<file path="config.mk">
export PLATFORM = sky130hd
export DESIGN_NAME = record_batch_stream_parser_core
export DESIGN_NICKNAME = d
export VERILOG_FILES = /design/src/rbsp_pkg.sv /design/src/record_batch_stream_parser_core.sv /design/src/rbsp_parser.sv /design/src/rbsp_result_fifo.sv
export SDC_FILE = /design/constraint.sdc
export NUM_CORES = 2
export LEC_CHECK = 0
export BUFFER_PORTS_ARGS = -buffer_cell sky130_fd_sc_hd__buf_2
export CAP_MARGIN = 20
export CORE_MARGIN = 3
export CORE_UTILIZATION = 48
export DETAILED_ROUTE_END_ITERATION = 8
export PLACE_DENSITY = 0.72
export SLEW_MARGIN = 20
export SYNTH_ARGS = -nofsm -noshare
export SYNTH_HDL_FRONTEND = slang
export SYNTH_HIERARCHICAL = 1
export SYNTH_SLANG_ARGS = --single-unit
</file>
<file path="constraint.sdc">
create_clock -name aclk -period 18.72 [get_ports aclk]
set_input_delay 1.872 -clock aclk [delete_from_list [all_inputs] [get_ports aclk]]
set_output_delay 1.872 -clock aclk [all_outputs]
set_load 0.005 [all_outputs]
</file>
<file path="src/rbsp_pkg.sv">
// Types and constants shared by the record batch stream parser modules.
package rbsp_pkg;

    // Result queue depth
    localparam int RES_FIFO_DEPTH = 4;

    // Register map (index taken from paddr[2])
    localparam int  APB_ADDR_W   = 3;
    localparam logic REG_PUT_TYPE = 1'b0;
    localparam logic [7:0] PUT_TYPE_RESET = 8'd1;

    // Event codes
    localparam logic [2:0] EV_SEQ  = 3'd0;
    localparam logic [2:0] EV_CNT  = 3'd1;
    localparam logic [2:0] EV_REC  = 3'd2;
    localparam logic [2:0] EV_KEY  = 3'd3;
    localparam logic [2:0] EV_VLEN = 3'd4;
    localparam logic [2:0] EV_VAL  = 3'd5;
    localparam logic [2:0] EV_END  = 3'd6;

    // Status codes
    localparam logic [3:0] ST_OK        = 4'd0;
    localparam logic [3:0] ST_SHORT     = 4'd1;
    localparam logic [3:0] ST_LENGTH    = 4'd2;
    localparam logic [3:0] ST_CHECKSUM  = 4'd3;
    localparam logic [3:0] ST_TR_RECORD = 4'd4;
    localparam logic [3:0] ST_TR_KLEN   = 4'd5;
    localparam logic [3:0] ST_TR_KEY    = 4'd6;
    localparam logic [3:0] ST_TR_VLEN   = 4'd7;
    localparam logic [3:0] ST_TR_VALUE  = 4'd8;

    // Result tdata layout
    localparam int TDATA_W       = 80;
    localparam int TD_ISPUT_BIT  = 72;
    localparam int TD_STATUS_LSB = 73;
    localparam int TD_STATUS_MSB = 76;

    // Parse phase, one-hot
    typedef enum logic [8:0] {
        PH_HDR  = 9'b000000001,
        PH_SEQ  = 9'b000000010,
        PH_CNT  = 9'b000000100,
        PH_TYPE = 9'b000001000,
        PH_KLEN = 9'b000010000,
        PH_KEY  = 9'b000100000,
        PH_VLEN = 9'b001000000,
        PH_VAL  = 9'b010000000,
        PH_DONE = 9'b100000000
    } phase_t;

    // One result transaction
    typedef struct packed {
        logic [2:0]  event_res;
        logic [7:0]  data_byte;
        logic [63:0] word;
        logic        is_put;
        logic [3:0]  status;
        logic        final_res;
    } result_t;

    // Results produced by one accepted byte, slot0 first
    typedef struct packed {
        logic [1:0] count;
        result_t    slot0;
        result_t    slot1;
    } push_t;

endpackage

</file>
<file path="src/record_batch_stream_parser_core.sv">
// Top level of the record batch stream parser: stream ports, register port, queue.
//
//  Channel | Dir | Transaction                    | tdata / tuser / tlast
//  s_axis  | in  | one batch byte                 | byte_value / - / is_last
//  m_axis  | out | one parse or end event         | data,word,is_put,status / event / final
//  apb     | in  | put_type_code write and read   | pwdata[7:0] at address 0
//
//  One byte per cycle is parsed in a single registered step; the byte's results go
//  straight into a 4-entry result queue, so s_axis_tready stays high while two queue
//  slots are free. A byte with both a parse event and the end event yields two output
//  transactions, the parse event first. Reset (synchronous aresetn) clears parse state and the queue and sets
//  put_type_code to 1. A stalled m_axis holds its transaction; input stalls once
//  three or more results wait in the queue.
module record_batch_stream_parser_core
    import rbsp_pkg::*;
#(
    parameter int FIFO_DEPTH = RES_FIFO_DEPTH
) (
    input  logic                  aclk,
    input  logic                  aresetn,
    // s_axis_tdata: byte_value[7:0]
    input  logic                  s_axis_tvalid,
    output logic                  s_axis_tready,
    input  logic [7:0]            s_axis_tdata,
    input  logic                  s_axis_tlast,
    // m_axis_tdata: data_byte[7:0], word[71:8], is_put[72], status[76:73], zero[79:77]
    output logic                  m_axis_tvalid,
    input  logic                  m_axis_tready,
    output logic [TDATA_W-1:0]    m_axis_tdata,
    // m_axis_tuser: event_res[2:0]
    output logic [2:0]            m_axis_tuser,
    output logic                  m_axis_tlast,
    input  logic                  psel,
    input  logic                  penable,
    input  logic                  pwrite,
    input  logic [APB_ADDR_W-1:0] paddr,
    input  logic [31:0]           pwdata,
    output logic [31:0]           prdata,
    output logic                  pready
);

    logic       put_code_wr;
    logic [7:0] put_type_reg;
    logic       accept;
    push_t      push;
    logic       room;
    result_t    head;

    // Register port
    assign pready = 1'b1;
    assign prdata = (paddr[2] == REG_PUT_TYPE) ? {24'd0, put_type_reg} : 32'd0;
    assign put_code_wr = psel && penable && pwrite && pready && (paddr[2] == REG_PUT_TYPE);

    always_ff @(posedge aclk) begin
        if (!aresetn) begin
            put_type_reg <= PUT_TYPE_RESET;
        end else if (put_code_wr) begin
            put_type_reg <= pwdata[7:0];
        end
    end

    assign s_axis_tready = room;
    assign accept        = s_axis_tvalid && s_axis_tready;

    rbsp_parser u_parser (
        .aclk       (aclk),
        .aresetn    (aresetn),
        .accept     (accept),
        .byte_value (s_axis_tdata),
        .is_last    (s_axis_tlast),
        .put_code   (put_type_reg),
        .push       (push)
    );

    rbsp_result_fifo #(
        .DEPTH (FIFO_DEPTH)
    ) u_fifo (
        .aclk      (aclk),
        .aresetn   (aresetn),
        .push      (push),
        .room      (room),
        .out_valid (m_axis_tvalid),
        .out_ready (m_axis_tready),
        .out_data  (head)
    );

    // Pack the head result onto the stream
    assign m_axis_tdata = {3'b000, head.status, head.is_put, head.word, head.data_byte};
    assign m_axis_tuser = head.event_res;
    assign m_axis_tlast = head.final_res;

endmodule

</file>
<file path="src/rbsp_parser.sv">
// Per-byte parse step: batch state registers and the results of each accepted byte.
module rbsp_parser
    import rbsp_pkg::*;
(
    input  logic       aclk,
    input  logic       aresetn,
    input  logic       accept,
    input  logic [7:0] byte_value,
    input  logic       is_last,
    input  logic [7:0] put_code,
    output push_t      push
);

    logic [32:0] pos_reg, pos_next;
    logic [31:0] len_reg, len_next;
    logic [31:0] csum_reg, csum_next;
    logic [31:0] trail_reg, trail_next;
    logic [63:0] word_reg, word_next;
    logic [31:0] rec_left_reg, rec_left_next;
    logic [31:0] field_left_reg, field_left_next;
    phase_t      phase_reg, phase_next;
    logic        is_put_reg, is_put_next;
    logic [3:0]  trunc_reg, trunc_next;

    // Map the phase reached at the end of the body to a truncation code
    function automatic logic [3:0] trunc_code(input phase_t ph);
        logic [3:0] code;
        case (ph)
            PH_SEQ, PH_CNT, PH_TYPE: code = ST_TR_RECORD;
            PH_KLEN:                 code = ST_TR_KLEN;
            PH_KEY:                  code = ST_TR_KEY;
            PH_VLEN:                 code = ST_TR_VLEN;
            PH_VAL:                  code = ST_TR_VALUE;
            default:                 code = ST_OK;
        endcase
        return code;
    endfunction

    always_comb begin
        logic [33:0] pos34;
        logic [33:0] len34;
        logic        in_hdr;
        logic        in_body;
        logic        in_trail;
        logic [63:0] shifted;
        logic [31:0] hi;
        logic [31:0] field_dec;
        logic        field_done;
        logic [31:0] rec_dec;
        logic [1:0]  trail_idx;
        logic        ev_valid;
        result_t     ev;
        result_t     fin;
        logic [3:0]  st;

        pos34      = {1'b0, pos_reg};
        len34      = {2'b00, len_reg};
        in_hdr     = (pos_reg < 33'd4);
        in_body    = !in_hdr && (pos34 < len34);
        in_trail   = !in_hdr && !in_body && (pos34 < (len34 + 34'd4));
        shifted    = {byte_value, word_reg[63:8]};
        hi         = shifted[63:32];
        field_dec  = field_left_reg - 32'd1;
        field_done = (field_left_reg == 32'd1);
        rec_dec    = (rec_left_reg != 32'd0) ? (rec_left_reg - 32'd1) : 32'd0;
        trail_idx  = pos_reg[1:0] - len_reg[1:0];

        pos_next        = pos_reg;
        len_next        = len_reg;
        csum_next       = csum_reg;
        trail_next      = trail_reg;
        word_next       = word_reg;
        rec_left_next   = rec_left_reg;
        field_left_next = field_left_reg;
        phase_next      = phase_reg;
        is_put_next     = is_put_reg;
        trunc_next      = trunc_reg;

        ev_valid = 1'b0;
        ev       = '0;
        fin      = '0;
        st       = ST_OK;

        if (in_hdr) begin
            // Assemble the declared length, little endian
            len_next = len_reg | ({24'd0, byte_value} << {pos_reg[1:0], 3'b000});
            if (pos_reg[1:0] == 2'd3) begin
                phase_next      = PH_SEQ;
                field_left_next = 32'd8;
                word_next       = '0;
            end
        end else if (in_body) begin
            // Accumulate the body checksum: sum*31 + byte
            csum_next = (csum_reg << 5) - csum_reg + {24'd0, byte_value};
            case (phase_reg)
                PH_SEQ: begin
                    word_next       = shifted;
                    field_left_next = field_dec;
                    if (field_done) begin
                        ev_valid        = 1'b1;
                        ev.event_res    = EV_SEQ;
                        ev.word         = shifted;
                        phase_next      = PH_CNT;
                        field_left_next = 32'd4;
                        word_next       = '0;
                    end
                end
                PH_CNT: begin
                    word_next       = shifted;
                    field_left_next = field_dec;
                    if (field_done) begin
                        ev_valid      = 1'b1;
                        ev.event_res  = EV_CNT;
                        ev.word       = {32'd0, hi};
                        rec_left_next = hi;
                        phase_next    = (hi != 32'd0) ? PH_TYPE : PH_DONE;
                    end
                end
                PH_TYPE: begin
                    is_put_next     = (byte_value == put_code);
                    phase_next      = PH_KLEN;
                    field_left_next = 32'd4;
                    word_next       = '0;
                end
                PH_KLEN: begin
                    word_next       = shifted;
                    field_left_next = field_dec;
                    if (field_done) begin
                        ev_valid     = 1'b1;
                        ev.event_res = EV_REC;
                        ev.word      = {32'd0, hi};
                        ev.is_put    = is_put_reg;
                        word_next    = '0;
                        if (hi != 32'd0) begin
                            phase_next      = PH_KEY;
                            field_left_next = hi;
                        end else begin
                            phase_next      = PH_VLEN;
                            field_left_next = 32'd4;
                        end
                    end
                end
                PH_KEY: begin
                    ev_valid        = 1'b1;
                    ev.event_res    = EV_KEY;
                    ev.data_byte    = byte_value;
                    field_left_next = field_dec;
                    if (field_done) begin
                        phase_next      = PH_VLEN;
                        field_left_next = 32'd4;
                        word_next       = '0;
                    end
                end
                PH_VLEN: begin
                    word_next       = shifted;
                    field_left_next = field_dec;
                    if (field_done) begin
                        ev_valid     = 1'b1;
                        ev.event_res = EV_VLEN;
                        ev.word      = {32'd0, hi};
                        if (hi != 32'd0) begin
                            phase_next      = PH_VAL;
                            field_left_next = hi;
                            word_next       = '0;
                        end else begin
                            rec_left_next = rec_dec;
                            phase_next    = (rec_dec != 32'd0) ? PH_TYPE : PH_DONE;
                        end
                    end
                end
                PH_VAL: begin
                    // Delete records consume value bytes silently
                    if (is_put_reg) begin
                        ev_valid     = 1'b1;
                        ev.event_res = EV_VAL;
                        ev.data_byte = byte_value;
                    end
                    field_left_next = field_dec;
                    if (field_done) begin
                        rec_left_next = rec_dec;
                        phase_next    = (rec_dec != 32'd0) ? PH_TYPE : PH_DONE;
                    end
                end
                default: begin
                end
            endcase
            // Latch the truncation code on the last body byte
            if (pos34 == (len34 - 34'd1)) begin
                trunc_next = trunc_code(phase_next);
            end
        end else if (in_trail) begin
            trail_next = trail_reg | ({24'd0, byte_value} << {trail_idx, 3'b000});
        end

        // Saturating byte position
        if (pos_reg != '1) begin
            pos_next = pos_reg + 33'd1;
        end

        // Final status in priority order
        if (pos_reg < 33'd11 || len_next < 32'd16) begin
            st = ST_SHORT;
        end else if (pos34 != ({2'b00, len_next} + 34'd3)) begin
            st = ST_LENGTH;
        end else if (csum_next != trail_next) begin
            st = ST_CHECKSUM;
        end else begin
            st = trunc_next;
        end
        fin.event_res = EV_END;
        fin.status    = st;
        fin.final_res = 1'b1;

        // Pack results, parse event ahead of the end event
        push.count = '0;
        push.slot0 = ev;
        push.slot1 = fin;
        if (accept) begin
            if (ev_valid && is_last) begin
                push.count = 2'd2;
            end else if (ev_valid) begin
                push.count = 2'd1;
            end else if (is_last) begin
                push.count = 2'd1;
                push.slot0 = fin;
            end
        end
    end

    // Update state on each accepted byte; the final byte clears the batch
    always_ff @(posedge aclk) begin
        if (!aresetn || (accept && is_last)) begin
            pos_reg        <= '0;
            len_reg        <= '0;
            csum_reg       <= '0;
            trail_reg      <= '0;
            word_reg       <= '0;
            rec_left_reg   <= '0;
            field_left_reg <= '0;
            phase_reg      <= PH_HDR;
            is_put_reg     <= 1'b0;
            trunc_reg      <= ST_OK;
        end else if (accept) begin
            pos_reg        <= pos_next;
            len_reg        <= len_next;
            csum_reg       <= csum_next;
            trail_reg      <= trail_next;
            word_reg       <= word_next;
            rec_left_reg   <= rec_left_next;
            field_left_reg <= field_left_next;
            phase_reg      <= phase_next;
            is_put_reg     <= is_put_next;
            trunc_reg      <= trunc_next;
        end
    end

endmodule

</file>
<file path="src/rbsp_result_fifo.sv">
// Result queue: takes up to two results per cycle, hands out one per transaction.
module rbsp_result_fifo
    import rbsp_pkg::*;
#(
    parameter int DEPTH = RES_FIFO_DEPTH
) (
    input  logic    aclk,
    input  logic    aresetn,
    input  push_t   push,
    output logic    room,
    output logic    out_valid,
    input  logic    out_ready,
    output result_t out_data
);

    localparam int PTR_W = $clog2(DEPTH);
    localparam int CNT_W = $clog2(DEPTH + 1);

    result_t            entries_reg [DEPTH];
    logic [PTR_W-1:0]   head_reg, head_next;
    logic [PTR_W-1:0]   tail_reg, tail_next;
    logic [PTR_W-1:0]   tail_inc, tail_inc2;
    logic [CNT_W-1:0]   count_reg, count_next;
    logic               pop;

    function automatic logic [PTR_W-1:0] wrap_inc(input logic [PTR_W-1:0] p);
        return (p == PTR_W'(DEPTH - 1)) ? '0 : p + PTR_W'(1);
    endfunction

    assign pop       = out_valid && out_ready;
    assign out_valid = (count_reg != '0);
    assign out_data  = entries_reg[head_reg];
    // Accept a byte only while two slots are free
    assign room      = (count_reg <= CNT_W'(DEPTH - 2));
    assign tail_inc  = wrap_inc(tail_reg);
    assign tail_inc2 = wrap_inc(tail_inc);

    always_comb begin
        head_next  = pop ? wrap_inc(head_reg) : head_reg;
        case (push.count)
            2'd1:    tail_next = tail_inc;
            2'd2:    tail_next = tail_inc2;
            default: tail_next = tail_reg;
        endcase
        count_next = count_reg + CNT_W'(push.count) - CNT_W'(pop);
    end

    // Advance pointers and occupancy
    always_ff @(posedge aclk) begin
        if (!aresetn) begin
            head_reg  <= '0;
            tail_reg  <= '0;
            count_reg <= '0;
        end else begin
            head_reg  <= head_next;
            tail_reg  <= tail_next;
            count_reg <= count_next;
        end
    end

    // Store pushed results
    always_ff @(posedge aclk) begin
        if (push.count != 2'd0) begin
            entries_reg[tail_reg] <= push.slot0;
        end
        if (push.count == 2'd2) begin
            entries_reg[tail_inc] <= push.slot1;
        end
    end

endmodule

</file>
==> reports/metrics.yaml <==
track_usage_pct: 24.6
numCtsBuffers: 67
net-switching-power_uw: 1050
syn-instance-count: 3864
syn2layout_area_growth_pct: 7.00
timing.rr.end: "u_fifo/entries_reg[0][2]"
most-common-layout-cells: "nor2_1 (334), edfxtp_1 (324), dfxtp_1 (278)"
post_synth_main_area_contributors: "edfxtp_1 (25%), dfxtp_1 (14%), mux2_2 (6.8%), mux4_2 (4.6%), ha_1 (4.6%)"
cp_cell_sequence: "inv_1, nor3_1, and3_1, nand2_1, nor2_1, nand4_1, nor2_1, nand3_1, xnor2_1, ha_1, nand4_1, nor3_1, a221oi_1, o21a_1, and3_1, a2111oi_0, or4_4, nor4_4, nand3_2, nor3_4, a21boi_0, mux2_1"
detail_route.wirelength_um: 108000
setup.worst_path.start_class: "flop"
worstPathArrival_ns: 8.06
clock_network_fraction_of_design_power_pct: 38.0
layout.area.seq_um2: 15300
min_from: "u_parser/csum_reg[29]"
final_period_minus_worst_setup_slack_ns: 7.70
hold_path.class: "flop to flop"
timing_hold_violations_final: 0
antenna_violating_nets_post_route: 0
synth.avg_cell_area_um2: 10.2
start_util_pct: 48.8
worst_rel_slew_slack_pct: 27.8
synth.cell_area_um2: 39500
place_hpwl_um: 70400
final_cells: 4943
cts_repair_resize_count: 0
rsz_0062_raised_after_global_routing: "no"
grt_max_degree: 98
via_count: 30200
floorplan.die.height_um: 293
final_min_period_over_clock_period_pct: 41.2
power.share.switching_pct: 29.4
largest_register_ff_count: 324
worst-endpoint-required_ns: 19.08
ys_types: 119
timing.max_cap.violations: 0
critical-path-max-stage-delay_ns: 0.68
layout-drive-gt1-share_pct: 19.9
timing.hold.worst_endpoint: "u_parser/csum_reg[29]"
ir_drop_mv: 0.0640
yosysWarnings: 6
numPortBuffers: 115
status: "finished clean"
clock_path_buffers: 3
internal_power_uw: 2510
multi_input_logic_area_um2: 21900
floorplan.die_area_um2: 85700
worst_r2r_startpoint: "u_parser/len_reg[4]"
holdBufCountCts: 0
fin_nets: 4030
core_area_um2: 80900
slew_at_the_pin_with_the_worst_max_slew_slack_ns: 1.07
fmax_mhz: 130
pwr_density_cell_nw_per_um2: 84.3
report.power.total_uw: 3560
yosys.area.top_type_share_pct: 24.7
grt_pass1_wl_um: 169000
finClkSkew_ns: 0.0257
synth_enable_flop_cells: 324
grt_overflow: 0
synth_top_flop_cell: "edfxtp_1"
power.static_leakage_uw: 0.0169
numClockSinks: 604
post_drt_via_cell_ratio: 6.12
die_width_um: 293
cts_setup_buffers: 0
critical_path_peak_fanout: 22
drc: 0
worstSetupStartpoint: "u_parser/len_reg[4]"
placed_cells_incl_taps: 4820
r2r_cells: 22
mostFrequentLayoutCell: "nor2_1"
synth_top_area_cell: "edfxtp_1"
worst_setup_hold_path_clk_slew_ns: 0.06
ctsRootBufferMaster: "clkbuf_16"
tritoncts: "built"
antenna_cells: 0
timing.critical_path.slowest_stage_cell: "o21a_1"
power.sequential.fraction_pct: 41.4
final.setup.tns_ns: 0
antenna_violations_before_repair: 3
crit_path_end_kind: "flop"
ys_seq_area_share_pct: 38.9
timing.final.setup_violations: 0
deepest_level_of_the_cts_h_tree: 3
worst_skew_pair.late_latency_ns: 0.63
regToRegSetupSlack_ns: 11.02
place_congestion: 0.966
pwr-share-comb_pct: 20.6
drt-wirelength-per-cell_um: 21.9
async_flop_share_pct: 0
slew_viol_final: 0
dr.first_iter.drc_count: 3316
drt-pass1-iter-count: 7
floorplan.rows: 104
timing_worst_setup_path_type: "flop to flop"
min_delay_path_depth: 2
ys_seq_elements: 604
io_pins: 170
number_of_global_route_vias_before_repair: 29000
fillCellCount: 7120
[final cells by class]
cell class,instances,share of cell area [%]
tap,1060,3.14
multi-input combinational,2872,51.9
timing repair buffer,166,2.27
sequential,604,36.3
inverter,118,1.05
clock buffer,91,4.52
clock inverter,32,0.827
[worst max-delay path: cells and delay by family (launching register included)]
family / cells / cell delay (ns)
and+or+nand+nor: 14 / 4.17
AOI/OAI and AO/OA: 4 / 1.63
DFF: 1 / 0.67
muxes: 1 / 0.34
adders and majority gates: 1 / 0.29
xor gates and xnor gates: 1 / 0.16
buffers and inverters: 1 / 0.15
[power by group through the flow]
stage / Sequential [uW] / Combinational, uW / Clock, uW
after floorplan: 1470 / 569 / 0
after global placement: 1500 / 718 / 0
after detailed placement: 1500 / 725 / 0
after CTS: 1470 / 728 / 1370
after global routing: 1480 / 799 / 1420
final: 1470 / 735 / 1350
[layer usage]
layer | track usage [%] | wire (um) | up-vias
li1 | - | - | 14100
met1 | 33.1 | 45000 | 14600
met2 | 40.3 | 50300 | 1288
met3 | 3.74 | 8230 | 288
met4 | 9.41 | 4560 | 2
met5 | 0 | 12 | -
[synth_stat cells, drive strengths merged (28+ instances only)]
master and n:
a211oi 35, a21o 28, a21oi 218, a22o 34, a22oi 107, and2 28, and3 73, buf 198
clkbuf 173, dfxtp 280, edfxtp 324, ha 145, inv 115, mux2 327, mux2i 53, mux4 81
nand2 258, nand3 91, nand4 59, nor2 339, nor3 98, nor4 63, o21ai 129, or3 30
xnor2 135, xor2 96
[kinds of logic after synthesis]
kind of cell               Yosys count  synth area share (%)
muxes                              461                  16.1
buffers and inverters              489                  6.82
other                                4                0.0380
and+or+nand+nor                   1171                  15.4
DFF                                604                  38.9
xor gates and xnor gates           232                  5.18
AOI/OAI and AO/OA                  753                  12.8
adders and majority gates          150                  4.85
[through the flow]
stage	worst slack, ns	hold slack, ns	utilization [%]	cell area, um2
after floorplan	8.62	0.436	-	39800
after global placement	11.08	0.446	49.4	40000
after detailed placement	10.99	0.447	49.4	40000
after CTS	11.30	0.454	52.2	42200
after global routing	10.81	0.482	52.2	42200
final	11.02	0.452	52.2	42200
[how the worst max path moves through the flow]
| stage | to | slack (ns) | cells after the start |
|---|---|---|---|
| 2_1_floorplan | u_fifo/entries_reg[1][0] | 8.62 | 18 |
| 3_3_place_gp | u_fifo/entries_reg[0][2] | 11.08 | 19 |
| 3_5_place_dp | u_fifo/entries_reg[0][2] | 10.99 | 19 |
| 4_1_cts | u_fifo/entries_reg[0][2] | 11.30 | 22 |
| 5_1_grt | u_fifo/entries_reg[0][2] | 10.81 | 23 |
| 6_report | u_fifo/entries_reg[0][2] | 11.02 | 22 |
Note: power is estimated with default switching activity, not from simulation.
